===== src/design/llsf_pkg.sv =====
// lane line fit package: shared types, register codes and reset values
// no dependencies
`default_nettype none

package llsf_pkg;

   localparam int COORD_W = 12;
   localparam int OUT_W = 16;
   localparam int CSR_DATA_W = 16;
   localparam int CSR_IDX_W = 2;
   localparam int THR_W = 16;
   localparam int MAX_SEGMENTS_DEFAULT = 512;
   localparam int QUEUE_DEPTH = 4;

   localparam logic [CSR_IDX_W-1:0] CSR_IMAGE_WIDTH = 2'd0;
   localparam logic [CSR_IDX_W-1:0] CSR_BOTTOM_ROW = 2'd1;
   localparam logic [CSR_IDX_W-1:0] CSR_TOP_ROW = 2'd2;
   localparam logic [CSR_IDX_W-1:0] CSR_SLOPE_THR = 2'd3;

   localparam logic [COORD_W-1:0] IMAGE_WIDTH_RESET = 12'd640;
   localparam logic [COORD_W-1:0] BOTTOM_ROW_RESET = 12'd480;
   localparam logic [COORD_W-1:0] TOP_ROW_RESET = 12'd288;
   localparam logic [THR_W-1:0] SLOPE_THR_RESET = 16'd128;

   localparam logic SIDE_RIGHT = 1'b0;
   localparam logic SIDE_LEFT = 1'b1;

   typedef struct packed {
      logic keep;
      logic side;
      logic [COORD_W-1:0] x1;
      logic [COORD_W-1:0] y1;
      logic [COORD_W-1:0] x2;
      logic [COORD_W-1:0] y2;
      logic last;
   } seg_entry_type;

   typedef enum logic {
      OP_MUL,
      OP_DIV
   } arith_op_type;

   typedef struct packed {
      logic start;
      arith_op_type op;
   } arith_ctl_type;

   typedef enum logic [3:0] {
      ST_IDLE,
      ST_NXX,
      ST_SXSX,
      ST_NXY,
      ST_SXSY,
      ST_CHECK,
      ST_DEN,
      ST_SXP,
      ST_NROW,
      ST_QSXX,
      ST_DIV,
      ST_FINISH
   } back_state_type;

endpackage

`default_nettype wire


===== src/design/llsf_if.sv =====
// segment and fit result channel interfaces
// depends on llsf_pkg
`default_nettype none


interface llsf_fit_if;
   logic valid;
   logic ready;
   logic right_valid;
   logic signed [llsf_pkg::OUT_W-1:0] right_x_bottom;
   logic signed [llsf_pkg::OUT_W-1:0] right_x_top;
   logic left_valid;
   logic signed [llsf_pkg::OUT_W-1:0] left_x_bottom;
   logic signed [llsf_pkg::OUT_W-1:0] left_x_top;
   modport source(output valid, right_valid, right_x_bottom, right_x_top, left_valid,
                  left_x_bottom, left_x_top, input ready);
   modport sink(input valid, right_valid, right_x_bottom, right_x_top, left_valid,
                left_x_bottom, left_x_top, output ready);
endinterface

`default_nettype wire


===== src/design/llsf_arith.sv =====
// shared bit-serial signed multiplier and truncating divider, one bit a cycle
// depends on llsf_pkg
`default_nettype none

module llsf_arith #(
   parameter int NUM_W = 73
) (
   input  wire logic                    clock,
   input  wire logic                    reset,
   input  wire llsf_pkg::arith_ctl_type ctl,
   input  wire logic [NUM_W-1:0]        opa,
   input  wire logic [NUM_W-1:0]        opb,
   output logic                         done,
   output logic [NUM_W-1:0]             result
);

   localparam int CNT_W = $clog2(NUM_W);

   logic busy_ff, busy_in;
   logic done_ff, done_in;
   llsf_pkg::arith_op_type op_ff, op_in;
   logic neg_ff, neg_in;
   logic [CNT_W-1:0] cnt_ff, cnt_in;
   logic [NUM_W-1:0] x_ff, x_in;
   logic [NUM_W-1:0] y_ff, y_in;
   logic [NUM_W-1:0] z_ff, z_in;
   logic [NUM_W-1:0] trial;
   logic ge;
   logic last_step;

   always_comb begin
      busy_in = busy_ff;
      done_in = 1'b0;
      op_in = op_ff;
      neg_in = neg_ff;
      cnt_in = cnt_ff;
      x_in = x_ff;
      y_in = y_ff;
      z_in = z_ff;
      trial = {x_ff[NUM_W-2:0], y_ff[NUM_W-1]};
      ge = trial >= z_ff;
      last_step = cnt_ff == CNT_W'(NUM_W-1);
      if (ctl.start) begin
         busy_in = 1'b1;
         op_in = ctl.op;
         cnt_in = '0;
         x_in = '0;
         if (ctl.op == llsf_pkg::OP_MUL) begin
            y_in = opb;
            z_in = opa;
            neg_in = 1'b0;
         end else begin
            y_in = opa[NUM_W-1] ? -opa : opa;
            z_in = opb[NUM_W-1] ? -opb : opb;
            neg_in = opa[NUM_W-1] ^ opb[NUM_W-1];
         end
      end else if (busy_ff) begin
         cnt_in = cnt_ff + 1'b1;
         if (op_ff == llsf_pkg::OP_MUL) begin
            if (z_ff[0]) begin
               x_in = last_step ? x_ff - y_ff : x_ff + y_ff;
            end
            y_in = {y_ff[NUM_W-2:0], 1'b0};
            z_in = {1'b0, z_ff[NUM_W-1:1]};
         end else begin
            x_in = ge ? trial - z_ff : trial;
            y_in = {y_ff[NUM_W-2:0], ge};
         end
         if (last_step) begin
            busy_in = 1'b0;
            done_in = 1'b1;
         end
      end
   end

   always_ff @(posedge clock) begin
      if (reset) begin
         busy_ff <= 1'b0;
         done_ff <= 1'b0;
      end else begin
         busy_ff <= busy_in;
         done_ff <= done_in;
      end
   end

   always_ff @(posedge clock) begin
      op_ff <= op_in;
      neg_ff <= neg_in;
      cnt_ff <= cnt_in;
      x_ff <= x_in;
      y_ff <= y_in;
      z_ff <= z_in;
   end

   assign done = done_ff;
   assign result = (op_ff == llsf_pkg::OP_MUL) ? x_ff : (neg_ff ? -y_ff : y_ff);

endmodule

`default_nettype wire


===== src/design/llsf_back.sv =====
// per-side sum accumulation and frame-end fit sequencer with result register
// depends on llsf_pkg, llsf_if and llsf_arith
`default_nettype none

module llsf_back #(
   parameter int MAX_SEGMENTS_PER_SIDE = llsf_pkg::MAX_SEGMENTS_DEFAULT,
   parameter int CNT_W = 11,
   parameter int NUM_W = 73
) (
   input  wire logic                         clock,
   input  wire logic                         reset,
   input  wire logic [llsf_pkg::COORD_W-1:0] bottom_row,
   input  wire logic [llsf_pkg::COORD_W-1:0] top_row,
   input  wire logic                         q_valid,
   input  wire llsf_pkg::seg_entry_type      q_entry,
   output logic                              q_pop,
   llsf_fit_if.source                        rsp_chan
);

   localparam int SX_W = CNT_W + llsf_pkg::COORD_W;
   localparam int SQ_W = CNT_W + 2*llsf_pkg::COORD_W;
   localparam int PR_W = 2*llsf_pkg::COORD_W;
   localparam logic [CNT_W-1:0] CNT_LIMIT = CNT_W'(2*MAX_SEGMENTS_PER_SIDE);
   localparam logic signed [NUM_W-1:0] SAT_HI = NUM_W'(32767);
   localparam logic signed [NUM_W-1:0] SAT_LO = -NUM_W'(32768);

   logic [CNT_W-1:0] cnt_ff [2];
   logic [SX_W-1:0] sx_ff [2];
   logic [SX_W-1:0] sy_ff [2];
   logic [SQ_W-1:0] sxx_acc_ff [2];
   logic [SQ_W-1:0] sxy_acc_ff [2];

   llsf_pkg::back_state_type state_ff, state_in;
   logic side_ff, side_in;
   logic row_ff, row_in;
   logic busy_ff, busy_in;
   logic out_valid_ff, out_valid_in;
   logic clear;
   logic [NUM_W-1:0] t_ff, t_in;
   logic [NUM_W-1:0] sxx_ff, sxx_in;
   logic [NUM_W-1:0] sxy_ff, sxy_in;
   logic [NUM_W-1:0] den_ff, den_in;
   logic [NUM_W-1:0] p_ff, p_in;
   logic [NUM_W-1:0] num_ff, num_in;
   logic res_valid_ff [2];
   logic signed [llsf_pkg::OUT_W-1:0] res_x_ff [2][2];
   logic res_valid_we;
   logic res_valid_val;
   logic res_x_we;
   logic signed [llsf_pkg::OUT_W-1:0] res_x_val;

   llsf_pkg::arith_ctl_type arith_ctl;
   logic [NUM_W-1:0] opa;
   logic [NUM_W-1:0] opb;
   logic arith_done;
   logic [NUM_W-1:0] arith_result;

   logic [NUM_W-1:0] n_cur;
   logic [NUM_W-1:0] sx_cur;
   logic [NUM_W-1:0] sy_cur;
   logic [NUM_W-1:0] row_cur;
   logic op_state;
   logic add_pt;
   logic [PR_W:0] xx_add;
   logic [PR_W:0] xy_add;
   logic [llsf_pkg::COORD_W:0] x_add;
   logic [llsf_pkg::COORD_W:0] y_add;

   llsf_arith #(
      .NUM_W(NUM_W)
   ) u_arith (
      .clock(clock),
      .reset(reset),
      .ctl(arith_ctl),
      .opa(opa),
      .opb(opb),
      .done(arith_done),
      .result(arith_result)
   );

   // accumulation of both endpoints of a popped segment
   always_comb begin
      q_pop = (state_ff == llsf_pkg::ST_IDLE) && q_valid && !(q_entry.last && out_valid_ff);
      add_pt = q_pop && q_entry.keep;
      x_add = (llsf_pkg::COORD_W+1)'(q_entry.x1) + (llsf_pkg::COORD_W+1)'(q_entry.x2);
      y_add = (llsf_pkg::COORD_W+1)'(q_entry.y1) + (llsf_pkg::COORD_W+1)'(q_entry.y2);
      xx_add = (PR_W+1)'(PR_W'(q_entry.x1) * PR_W'(q_entry.x1)) +
               (PR_W+1)'(PR_W'(q_entry.x2) * PR_W'(q_entry.x2));
      xy_add = (PR_W+1)'(PR_W'(q_entry.x1) * PR_W'(q_entry.y1)) +
               (PR_W+1)'(PR_W'(q_entry.x2) * PR_W'(q_entry.y2));
   end

   always_ff @(posedge clock) begin
      for (int s = 0; s < 2; s++) begin
         if (reset || clear) begin
            cnt_ff[s] <= '0;
            sx_ff[s] <= '0;
            sy_ff[s] <= '0;
            sxx_acc_ff[s] <= '0;
            sxy_acc_ff[s] <= '0;
         end else if (add_pt && (q_entry.side == 1'(s)) && (cnt_ff[s] < CNT_LIMIT)) begin
            cnt_ff[s] <= cnt_ff[s] + CNT_W'(2);
            sx_ff[s] <= sx_ff[s] + SX_W'(x_add);
            sy_ff[s] <= sy_ff[s] + SX_W'(y_add);
            sxx_acc_ff[s] <= sxx_acc_ff[s] + SQ_W'(xx_add);
            sxy_acc_ff[s] <= sxy_acc_ff[s] + SQ_W'(xy_add);
         end
      end
   end

   // fit sequencer
   always_comb begin
      n_cur = NUM_W'(side_ff ? cnt_ff[1] : cnt_ff[0]);
      sx_cur = NUM_W'(side_ff ? sx_ff[1] : sx_ff[0]);
      sy_cur = NUM_W'(side_ff ? sy_ff[1] : sy_ff[0]);
      row_cur = NUM_W'(row_ff ? top_row : bottom_row);

      state_in = state_ff;
      side_in = side_ff;
      row_in = row_ff;
      out_valid_in = out_valid_ff && !rsp_chan.ready;
      clear = 1'b0;
      t_in = t_ff;
      sxx_in = sxx_ff;
      sxy_in = sxy_ff;
      den_in = den_ff;
      p_in = p_ff;
      num_in = num_ff;
      res_valid_we = 1'b0;
      res_valid_val = 1'b0;
      res_x_we = 1'b0;
      res_x_val = '0;
      opa = '0;
      opb = '0;
      op_state = 1'b1;
      arith_ctl.op = llsf_pkg::OP_MUL;

      unique case (state_ff)
         llsf_pkg::ST_IDLE: begin
            op_state = 1'b0;
            if (q_pop && q_entry.last) begin
               side_in = llsf_pkg::SIDE_RIGHT;
               state_in = llsf_pkg::ST_NXX;
            end
         end
         llsf_pkg::ST_NXX: begin
            opa = n_cur;
            opb = NUM_W'(side_ff ? sxx_acc_ff[1] : sxx_acc_ff[0]);
            if (arith_done) begin
               t_in = arith_result;
               state_in = llsf_pkg::ST_SXSX;
            end
         end
         llsf_pkg::ST_SXSX: begin
            opa = sx_cur;
            opb = sx_cur;
            if (arith_done) begin
               sxx_in = t_ff - arith_result;
               state_in = llsf_pkg::ST_NXY;
            end
         end
         llsf_pkg::ST_NXY: begin
            opa = n_cur;
            opb = NUM_W'(side_ff ? sxy_acc_ff[1] : sxy_acc_ff[0]);
            if (arith_done) begin
               t_in = arith_result;
               state_in = llsf_pkg::ST_SXSY;
            end
         end
         llsf_pkg::ST_SXSY: begin
            opa = sx_cur;
            opb = sy_cur;
            if (arith_done) begin
               sxy_in = t_ff - arith_result;
               row_in = 1'b0;
               state_in = llsf_pkg::ST_CHECK;
            end
         end
         llsf_pkg::ST_CHECK: begin
            op_state = 1'b0;
            row_in = 1'b0;
            res_valid_we = 1'b1;
            if (n_cur == '0 || sxx_ff == '0 || sxy_ff == '0) begin
               res_valid_val = 1'b0;
               res_x_we = 1'b1;
               res_x_val = '0;
               // empty or degenerate side: both columns read zero
               row_in = 1'b1;
               state_in = llsf_pkg::ST_CHECK;
               if (row_ff) begin
                  row_in = 1'b0;
                  if (side_ff == llsf_pkg::SIDE_LEFT) begin
                     state_in = llsf_pkg::ST_FINISH;
                  end else begin
                     side_in = llsf_pkg::SIDE_LEFT;
                     state_in = llsf_pkg::ST_NXX;
                  end
               end
            end else begin
               res_valid_val = 1'b1;
               state_in = llsf_pkg::ST_DEN;
            end
         end
         llsf_pkg::ST_DEN: begin
            opa = n_cur;
            opb = sxy_ff;
            if (arith_done) begin
               den_in = arith_result;
               state_in = llsf_pkg::ST_SXP;
            end
         end
         llsf_pkg::ST_SXP: begin
            opa = sx_cur;
            opb = sxy_ff;
            if (arith_done) begin
               p_in = arith_result;
               state_in = llsf_pkg::ST_NROW;
            end
         end
         llsf_pkg::ST_NROW: begin
            opa = n_cur;
            opb = row_cur;
            if (arith_done) begin
               t_in = arith_result;
               state_in = llsf_pkg::ST_QSXX;
            end
         end
         llsf_pkg::ST_QSXX: begin
            opa = t_ff - sy_cur;
            opb = sxx_ff;
            if (arith_done) begin
               num_in = p_ff + arith_result;
               state_in = llsf_pkg::ST_DIV;
            end
         end
         llsf_pkg::ST_DIV: begin
            arith_ctl.op = llsf_pkg::OP_DIV;
            opa = num_ff;
            opb = den_ff;
            if (arith_done) begin
               res_x_we = 1'b1;
               if ($signed(arith_result) > SAT_HI) begin
                  res_x_val = llsf_pkg::OUT_W'(SAT_HI);
               end else if ($signed(arith_result) < SAT_LO) begin
                  res_x_val = llsf_pkg::OUT_W'(SAT_LO);
               end else begin
                  res_x_val = arith_result[llsf_pkg::OUT_W-1:0];
               end
               if (!row_ff) begin
                  row_in = 1'b1;
                  state_in = llsf_pkg::ST_NROW;
               end else if (side_ff == llsf_pkg::SIDE_LEFT) begin
                  state_in = llsf_pkg::ST_FINISH;
               end else begin
                  side_in = llsf_pkg::SIDE_LEFT;
                  state_in = llsf_pkg::ST_NXX;
               end
            end
         end
         llsf_pkg::ST_FINISH: begin
            op_state = 1'b0;
            clear = 1'b1;
            out_valid_in = 1'b1;
            state_in = llsf_pkg::ST_IDLE;
         end
         default: begin
            op_state = 1'b0;
            state_in = llsf_pkg::ST_IDLE;
         end
      endcase

      arith_ctl.start = op_state && !busy_ff;
      busy_in = arith_ctl.start ? 1'b1 : (arith_done ? 1'b0 : busy_ff);
   end

   always_ff @(posedge clock) begin
      if (reset) begin
         state_ff <= llsf_pkg::ST_IDLE;
         busy_ff <= 1'b0;
         out_valid_ff <= 1'b0;
      end else begin
         state_ff <= state_in;
         busy_ff <= busy_in;
         out_valid_ff <= out_valid_in;
      end
   end

   always_ff @(posedge clock) begin
      side_ff <= side_in;
      row_ff <= row_in;
      t_ff <= t_in;
      sxx_ff <= sxx_in;
      sxy_ff <= sxy_in;
      den_ff <= den_in;
      p_ff <= p_in;
      num_ff <= num_in;
      if (res_valid_we) begin
         res_valid_ff[side_ff] <= res_valid_val;
      end
      if (res_x_we) begin
         res_x_ff[side_ff][row_ff] <= res_x_val;
      end
   end

   assign rsp_chan.valid = out_valid_ff;
   assign rsp_chan.right_valid = res_valid_ff[0];
   assign rsp_chan.right_x_bottom = res_x_ff[0][0];
   assign rsp_chan.right_x_top = res_x_ff[0][1];
   assign rsp_chan.left_valid = res_valid_ff[1];
   assign rsp_chan.left_x_bottom = res_x_ff[1][0];
   assign rsp_chan.left_x_top = res_x_ff[1][1];

endmodule

`default_nettype wire


===== src/flat_wrapper.sv =====
// flat-port wrapper written by rule: the top's interface ports become plain ports
module llsf_back_flat 
#(
   parameter int MAX_SEGMENTS_PER_SIDE = llsf_pkg::MAX_SEGMENTS_DEFAULT,
   parameter int CNT_W = 11,
   parameter int NUM_W = 73
)
  (clock, reset, bottom_row, top_row, q_valid, q_entry, q_pop, rsp_chan_valid, rsp_chan_right_valid, rsp_chan_right_x_bottom, rsp_chan_right_x_top, rsp_chan_left_valid, rsp_chan_left_x_bottom, rsp_chan_left_x_top, rsp_chan_ready);
  llsf_fit_if rsp_chan_i ();
  input  wire logic clock;
  input  wire logic reset;
  input  wire logic [llsf_pkg::COORD_W-1:0] bottom_row;
  input  wire logic [llsf_pkg::COORD_W-1:0] top_row;
  input  wire logic q_valid;
  input  wire llsf_pkg::seg_entry_type q_entry;
  output logic q_pop;
  output wire logic [$bits(rsp_chan_i.valid)-1:0] rsp_chan_valid;
  output wire logic [$bits(rsp_chan_i.right_valid)-1:0] rsp_chan_right_valid;
  output wire logic [$bits(rsp_chan_i.right_x_bottom)-1:0] rsp_chan_right_x_bottom;
  output wire logic [$bits(rsp_chan_i.right_x_top)-1:0] rsp_chan_right_x_top;
  output wire logic [$bits(rsp_chan_i.left_valid)-1:0] rsp_chan_left_valid;
  output wire logic [$bits(rsp_chan_i.left_x_bottom)-1:0] rsp_chan_left_x_bottom;
  output wire logic [$bits(rsp_chan_i.left_x_top)-1:0] rsp_chan_left_x_top;
  input wire logic [$bits(rsp_chan_i.ready)-1:0] rsp_chan_ready;
  assign rsp_chan_valid = rsp_chan_i.valid;
  assign rsp_chan_right_valid = rsp_chan_i.right_valid;
  assign rsp_chan_right_x_bottom = rsp_chan_i.right_x_bottom;
  assign rsp_chan_right_x_top = rsp_chan_i.right_x_top;
  assign rsp_chan_left_valid = rsp_chan_i.left_valid;
  assign rsp_chan_left_x_bottom = rsp_chan_i.left_x_bottom;
  assign rsp_chan_left_x_top = rsp_chan_i.left_x_top;
  assign rsp_chan_i.ready = rsp_chan_ready;
  llsf_back #(.MAX_SEGMENTS_PER_SIDE(MAX_SEGMENTS_PER_SIDE), .CNT_W(CNT_W), .NUM_W(NUM_W)) u_core (.clock(clock), .reset(reset), .bottom_row(bottom_row), .top_row(top_row), .q_valid(q_valid), .q_entry(q_entry), .q_pop(q_pop), .rsp_chan(rsp_chan_i));
endmodule

===== config.mk =====
export PLATFORM = sky130hd
export DESIGN_NAME = llsf_back_flat
export DESIGN_NICKNAME = d
export VERILOG_FILES = /design/src/design/llsf_pkg.sv /design/src/design/llsf_if.sv /design/src/design/llsf_arith.sv /design/src/design/llsf_back.sv /design/src/flat_wrapper.sv
export SDC_FILE = /design/constraint.sdc
export NUM_CORES = 2
export LEC_CHECK = 0
export BUFFER_PORTS_ARGS = -buffer_cell sky130_fd_sc_hd__buf_2
export CORE_MARGIN = 10
export CORE_UTILIZATION = 60
export CTS_CLUSTER_SIZE = 24
export DETAILED_ROUTE_END_ITERATION = 10
export PLACE_DENSITY = 0.78
export SYNTH_ARGS = -nofsm -noshare
export SYNTH_HDL_FRONTEND = slang
export SYNTH_SLANG_ARGS = --single-unit

===== constraint.sdc =====
create_clock -name clock -period 16 [get_ports clock]
set_input_delay 0.8 -clock clock [delete_from_list [all_inputs] [get_ports clock]]
set_output_delay 0.8 -clock clock [all_outputs]
set_load 0.05 [all_outputs]

======== Word level (Yosys, flattened, before mapping) ========
Memories as Yosys holds them, arrays and structs flattened.
Cells that the tools add are included.
cells by class
  multiplexer cells ....................... 92
  reductions and logical operators ........ 44
  add/sub/neg operators ................... 24
  $lt $le $gt $ge ......................... 7
  multiply operators ...................... 4
  equality and inequality tests ........... 24
  bitwise operators ....................... 14
operators by type and width
  cell                                                                            count
  73-bit 2-to-1 mux                                                               15
  73-bit case mux with 8 select lines                                             1
  73-bit case mux with 4 select lines                                             1
  73-bit subtractor                                                               4
  73-bit zero test                                                                3
  73-bit negation                                                                 3
  35-bit 2-to-1 mux                                                               6
  73-bit adder                                                                    2
  35-bit by 25-bit adder with 35-bit output                                       4
  23-bit 2-to-1 mux                                                               6
  12-bit by 12-bit multiplier with 24-bit output                                  4
  23-bit by 13-bit adder with 23-bit output                                       4
  16-bit 2-to-1 mux                                                               5
  73-bit >= comparator                                                            1
  73-bit by 16-bit > comparator with 1-bit output, second input constant          1
  73-bit by 16-bit less-than comparator with 1-bit output, second input constant  1
  4-bit 2-to-1 mux                                                                14
  24-bit by 24-bit adder with 25-bit output                                       2
  4-bit case mux with 11 select lines                                             1
  1-bit 2-to-1 mux                                                                34
  11-bit 2-to-1 mux                                                               3
  32-bit 2-to-1 mux                                                               1
  12-bit by 12-bit adder with 13-bit output                                       2
  11-bit by 2-bit adder with 11-bit output, second input constant                 2
  33 further kinds                                                                89
word-level totals
  register bits ........................... 676
  memories ................................ 7
  memory bits (writable) .................. 320
  word-level logic and storage cells ...... 235
  output and inout port bits .............. 68
  bits of input ports ..................... 79
memory list
  name               words  width  read ports  clocked after memory_dff  write ports  line             text
  u_core.sxx_acc_ff  2      35     2           0                         2            llsf_back.sv:30  logic [SQ_W-1:0] sxx_acc_ff [2];
  u_core.sxy_acc_ff  2      35     2           0                         2            llsf_back.sv:31  logic [SQ_W-1:0] sxy_acc_ff [2];
  u_core.res_x_ff    2      32     2           0                         1            llsf_back.sv:46  logic signed [llsf_pkg::OUT_W-1:0] res_x_ff [2][2];
  u_core.sx_ff       2      23     2           0                         2            llsf_back.sv:28  logic [SX_W-1:0] sx_ff [2];
  u_core.sy_ff       2      23     2           0                         2            llsf_back.sv:29  logic [SX_W-1:0] sy_ff [2];
  u_core.cnt_ff      2      11     2           0                         2            llsf_back.sv:27  logic [CNT_W-1:0] cnt_ff [2];
  +1 memories        -      -      -           -                         -            -

======== Logic depth before layout (Yosys ltp) ========
  word-level depth ........................ 10
  mapped depth ............................ 39
  mapped depth without buffers ............ 38

======== Cells and area by module ========
From an unflattened synthesis, not the netlist that was laid out.
unflattened totals
  cells, all modules ...................... 10322
  area, all modules ....................... 93596.0 µm²
modules (own cells, without submodules)
  module      cells an instance  seq. area each (µm²)  instances  area an instance (µm²)
  llsf_back   6719               22881.9               1          66794.1
  llsf_arith  3603               6085.8                1          26802.0

======== Worst setup path before layout ========
OpenSTA, ideal clock, no wires.
  path type ............................... reg2reg
  start ................................... reg u_core.state_ff[1]
  end ..................................... mem u_core.cnt_ff[0][10] (enable)
  buffers on the path ..................... 5
  data required time ...................... 15.202 ns
  period minus slack after synthesis ...... 12.238 ns
  setup slack ............................. 3.762 ns
  data arrival time ....................... 11.440 ns
  cell stages (with the launch flop) ...... 10
  library setup time ...................... 0.798 ns
  cells stage by stage .................... dfxtp_1 -> buf_4 -> buf_4 -> buf_4 -> buf_2 -> clkbuf_1 -> nor4_1 -> and3_1 -> nand2_1 -> o31ai_1
RTL lines
  what                    line              text
  from (decl)             llsf_back.sv:33   llsf_pkg::back_state_type state_ff, state_in;
  from (signal assigned)  llsf_back.sv:278  state_ff <= llsf_pkg::ST_IDLE;
  from (signal assigned)  llsf_back.sv:282  state_ff <= state_in;
  to (decl)               llsf_back.sv:27

==> summary.txt <==
Synth
  • Post-synth EDFFs: 906
  • #FFs+latches synth: between 900 and 1000
  • Mapped Nets: 11586
  • Cells after Synth: around 10000
  • Seq/Total Area, Yosys: 0.310
  • Fraction of registers with async set/reset: 0
  • Synthesis warning total: 0
  • Predominant post-synthesis flop cell: edfxtp_1
  • Synth Cell Area: a little over 90000 µm²
  • Syn avg cell area: approximately 9.1 µm²
  • Yosys cell types: 117

Detailed routing
  • Via Count: 82575
  • Detailed-route wire length per cell: 26.4 µm
  • ANT nets after route: 0
  • WL final: between 300 and 400 mm
  • DRT iter0 DRCs: between 10000 and 15000
  • Via density: 6.67
  • DRC viols: 4
  • Detailed Routing Iterations Pass 1: 11

Timing
  • Relative slew margins: 0.0830
  • Clock skew: 114 ps
  • RSZ-0062 raised after global routing: false
  • Fin crit share: 0.623
  • Total negative setup slack: 0 ps
  • Final setup violating endpoints: 0
  • Fin. max-slew vios: 0
  • Final Critical Period: 9980 ps
  • FMAX: between 0.1 and 0.15 GHz
  • WHS: roughly 370 ps
  • Worst-Margin Slew: about 1400 ps
  • Final hold viol count: 0

Placed design
  • Placer Congestion: 1.05
  • DP Wirelength: roughly 260 mm
  • Port Buffer Count: 146
  • Dpl cells: around 12000

Final layout
  • Final Non-Filler Cells: between 10000 and 15000
  • Most frequent cells in the layout: nand2_1 (952), inv_1 (915), edfxtp_1 (906)
  • Area used by multi-input combinational logic: about 60000 µm²
  • Register area: approximately 29000 µm²
  • Commonest non-fill, non-tap cell in the layout: nand2_1
  • Fin nets: between 10000 and 15000
  • Area Growth Syn to Fin: 7.06%
  • Share of cells above drive strength 1: 0.0612
  • Fillcell total: ~13000

Clocking
  • Clock Latency Late Sink: about 800 ps
  • CTS max path bufs: 3
  • Setup Buffers After CTS: 0
  • CTS root buf: clkbuf_16
  • Resized Gates After CTS: 0
  • # clock sinks: 994
  • CTS Hold Bufs: 0
  • CTS tree: done
  • CTS Buf Count: approximately 110
  • H-tree Lvls: 3
  • Clock slew at reported path FFs: about 70 ps

Critical path
  • Worst path most repeated cell: ha_1
  • Slowest stage delay, CP: between 800 and 900 ps
  • CP Max Fanout: 26
  • Crit. End Element: flip-flop
  • Worst EP required: between 15000 and 20000 ps
  • Crit start category: input pin
  • Setup CP Type: in -> reg
  • Slowest CP cell: a221oi_1
  • Critical Path AT: between 10000 and 15000 ps

GRT
  • Met2 usage: 0.495
  • Busiest grt layer: met1
  • M1 GR Usage: 0.527
  • Met3 GRT Util: 0.133
  • Vias in the first global route: between 70000 and 80000
  • Largest net degree at the start of global routing: approximately 170
  • Number of antenna violations at the first check in global routing: 13
  • GRT Overall Usage: 0.363
  • First-pass GRT wire length: between 400 and 500 mm
  • Remaining global-route overflow: 0

Min path
  • Hold Path Class: in -> reg

Die
  • # IOs: 147
  • Die ar.: approximately 170000 µm²
  • Starting Density: 0.605
  • # rows: around 140
  • Die W: roughly 410 µm
  • Die Ht: approximately 410 µm
  • Core area: between 150000 and 200000 µm²

Run status
  • Failing checks: DRC
  • Outcome: finished, violations left

Job
  • Max-cap violations: 0
[area by class of cell]
type,count,area share
multi-input combinational,7929,0.593
timing repair buffer,287,0.0185
antenna,2,0.0000500
sequential,994,0.289
tap,2044,0.0255
inverter,919,0.0345
clock buffer,129,0.0288
clock inverter,83,0.0105
[through the flow]
| step | cell area (µm²) | setup slack (ps) | utilization |
|---|---|---|---|
| finish | 100000 | 6020 | 0.648 |
| global route | 100000 | 5640 | 0.648 |
| global placement | 96200 | 5630 | 0.623 |
| detailed placement | 96200 | 5470 | 0.623 |
| floorplan | 93600 | 3760 | - |
| CTS | 100000 | 6230 | 0.648 |
[registers in the layout, summed over array words and instances (netlist names), 7 cells and up]
signal and cells:
u_core.num_ff 73, u_core.u_arith.z_ff 73, u_core.sx_ff 46, u_core.sxy_acc_ff 70
u_core.cnt_ff 20, u_core.sxy_ff 73, u_core.den_ff 73, u_core.res_x_ff 64
u_core.u_arith.y_ff 73, u_core.sy_ff 46, u_core.p_ff 73, u_core.t_ff 73
u_core.sxx_ff 73, u_core.sxx_acc_ff 70, u_core.u_arith.cnt_ff 7, u_core.u_arith.x_ff 73
[layer usage]
metal  up-vias  share of wire
met3       731           0.16
met2      5552           0.40
met5         -        0.00039
met4        18          0.038
li1      36495              -
met1     39779           0.41
[final timing paths]
| path | end | start | depth (start not counted) | slack (ps) |
|---|---|---|---|---|
| max | u_core.sxy_acc_ff[0][29]$_SDFFCE_PN0P_ | q_entry[16] | 35 | 6020 |
| min | u_core.state_ff[3]$_SDFFE_PP0P_ | reset | 2 | 370 |
| max reg2reg | u_core.num_ff[71]$_DFFE_PP_ | u_core.u_arith.y_ff[0]$_DFFE_PP_ | 25 | 6940 |
| min reg2reg | u_core.busy_ff$_SDFFE_PP0P_ | u_core.busy_ff$_SDFFE_PP0P_ | 2 | 500 |
[critical path, delay by kind of cell]
family | cells | cell delay [ps]
and+or+nand+nor | 7 | 1010
xor gates and xnor gates | 2 | 400
adders and majority gates | 9 | 3510
buffers and inverters | 4 | 710
AOI/OAI and AO/OA | 13 | 4040
[synth_stat cells (28+ instances only)]
master / instances / area share
edfxtp_1: 906 / 0.29
a31oi_1: 85 / 0.0057
o221ai_1: 47 / 0.0044
nor2b_1: 92 / 0.0062
nand4_1: 129 / 0.0086
nand2b_1: 82 / 0.0055
xor2_1: 385 / 0.036
nand2_1: 954 / 0.038
ha_1: 719 / 0.096
a221oi_1: 47 / 0.0044
o21bai_1: 102 / 0.0082
a21oi_1: 773 / 0.041
mux2i_1: 130 / 0.014
a22o_1: 28 / 0.0026
or3_1: 74 / 0.0049
or4_1: 30 / 0.0024
xnor2_1: 446 / 0.042
o211ai_1: 83 / 0.0067
dfxtp_1: 88 / 0.019
o21ai_0: 617 / 0.033
o21a_1: 76 / 0.0061
a21o_1: 271 / 0.022
o31ai_1: 94 / 0.0075
inv_1: 917 / 0.037
and3_1: 68 / 0.0045
and2_1: 279 / 0.019
o22ai_1: 54 / 0.0036
buf_1: 48 / 0.0019
nor2_1: 819 / 0.033
nand3_1: 163 / 0.0087
a211oi_1: 82 / 0.0066
fa_1: 461 / 0.099
a22oi_1: 49 / 0.0039
nor4_1: 96 / 0.0064
nor3_1: 148 / 0.0079
clkbuf_1: 379 / 0.015
buf_2: 41 / 0.0022
[kinds of logic (layout without fill, tap and decap cells)]
family | Yosys count | in the layout | synth area share
AO/OA/AOI/OAI | 2669 | 2669 | 0.182
multiplexers | 156 | 156 | 0.0179
other | 0 | 2 | 0
adder cells (fa/ha/maj) | 1180 | 1180 | 0.195
buffers and inverters | 1404 | 1418 | 0.0578
AND/OR/NAND/NOR | 3093 | 3093 | 0.161
flip-flops | 994 | 994 | 0.310
XOR/XNOR | 831 | 831 | 0.0778
Power is left out: the tool's default activity adds up to more than one toggle a clock period on the data nets, which glitch-free logic cannot reach.
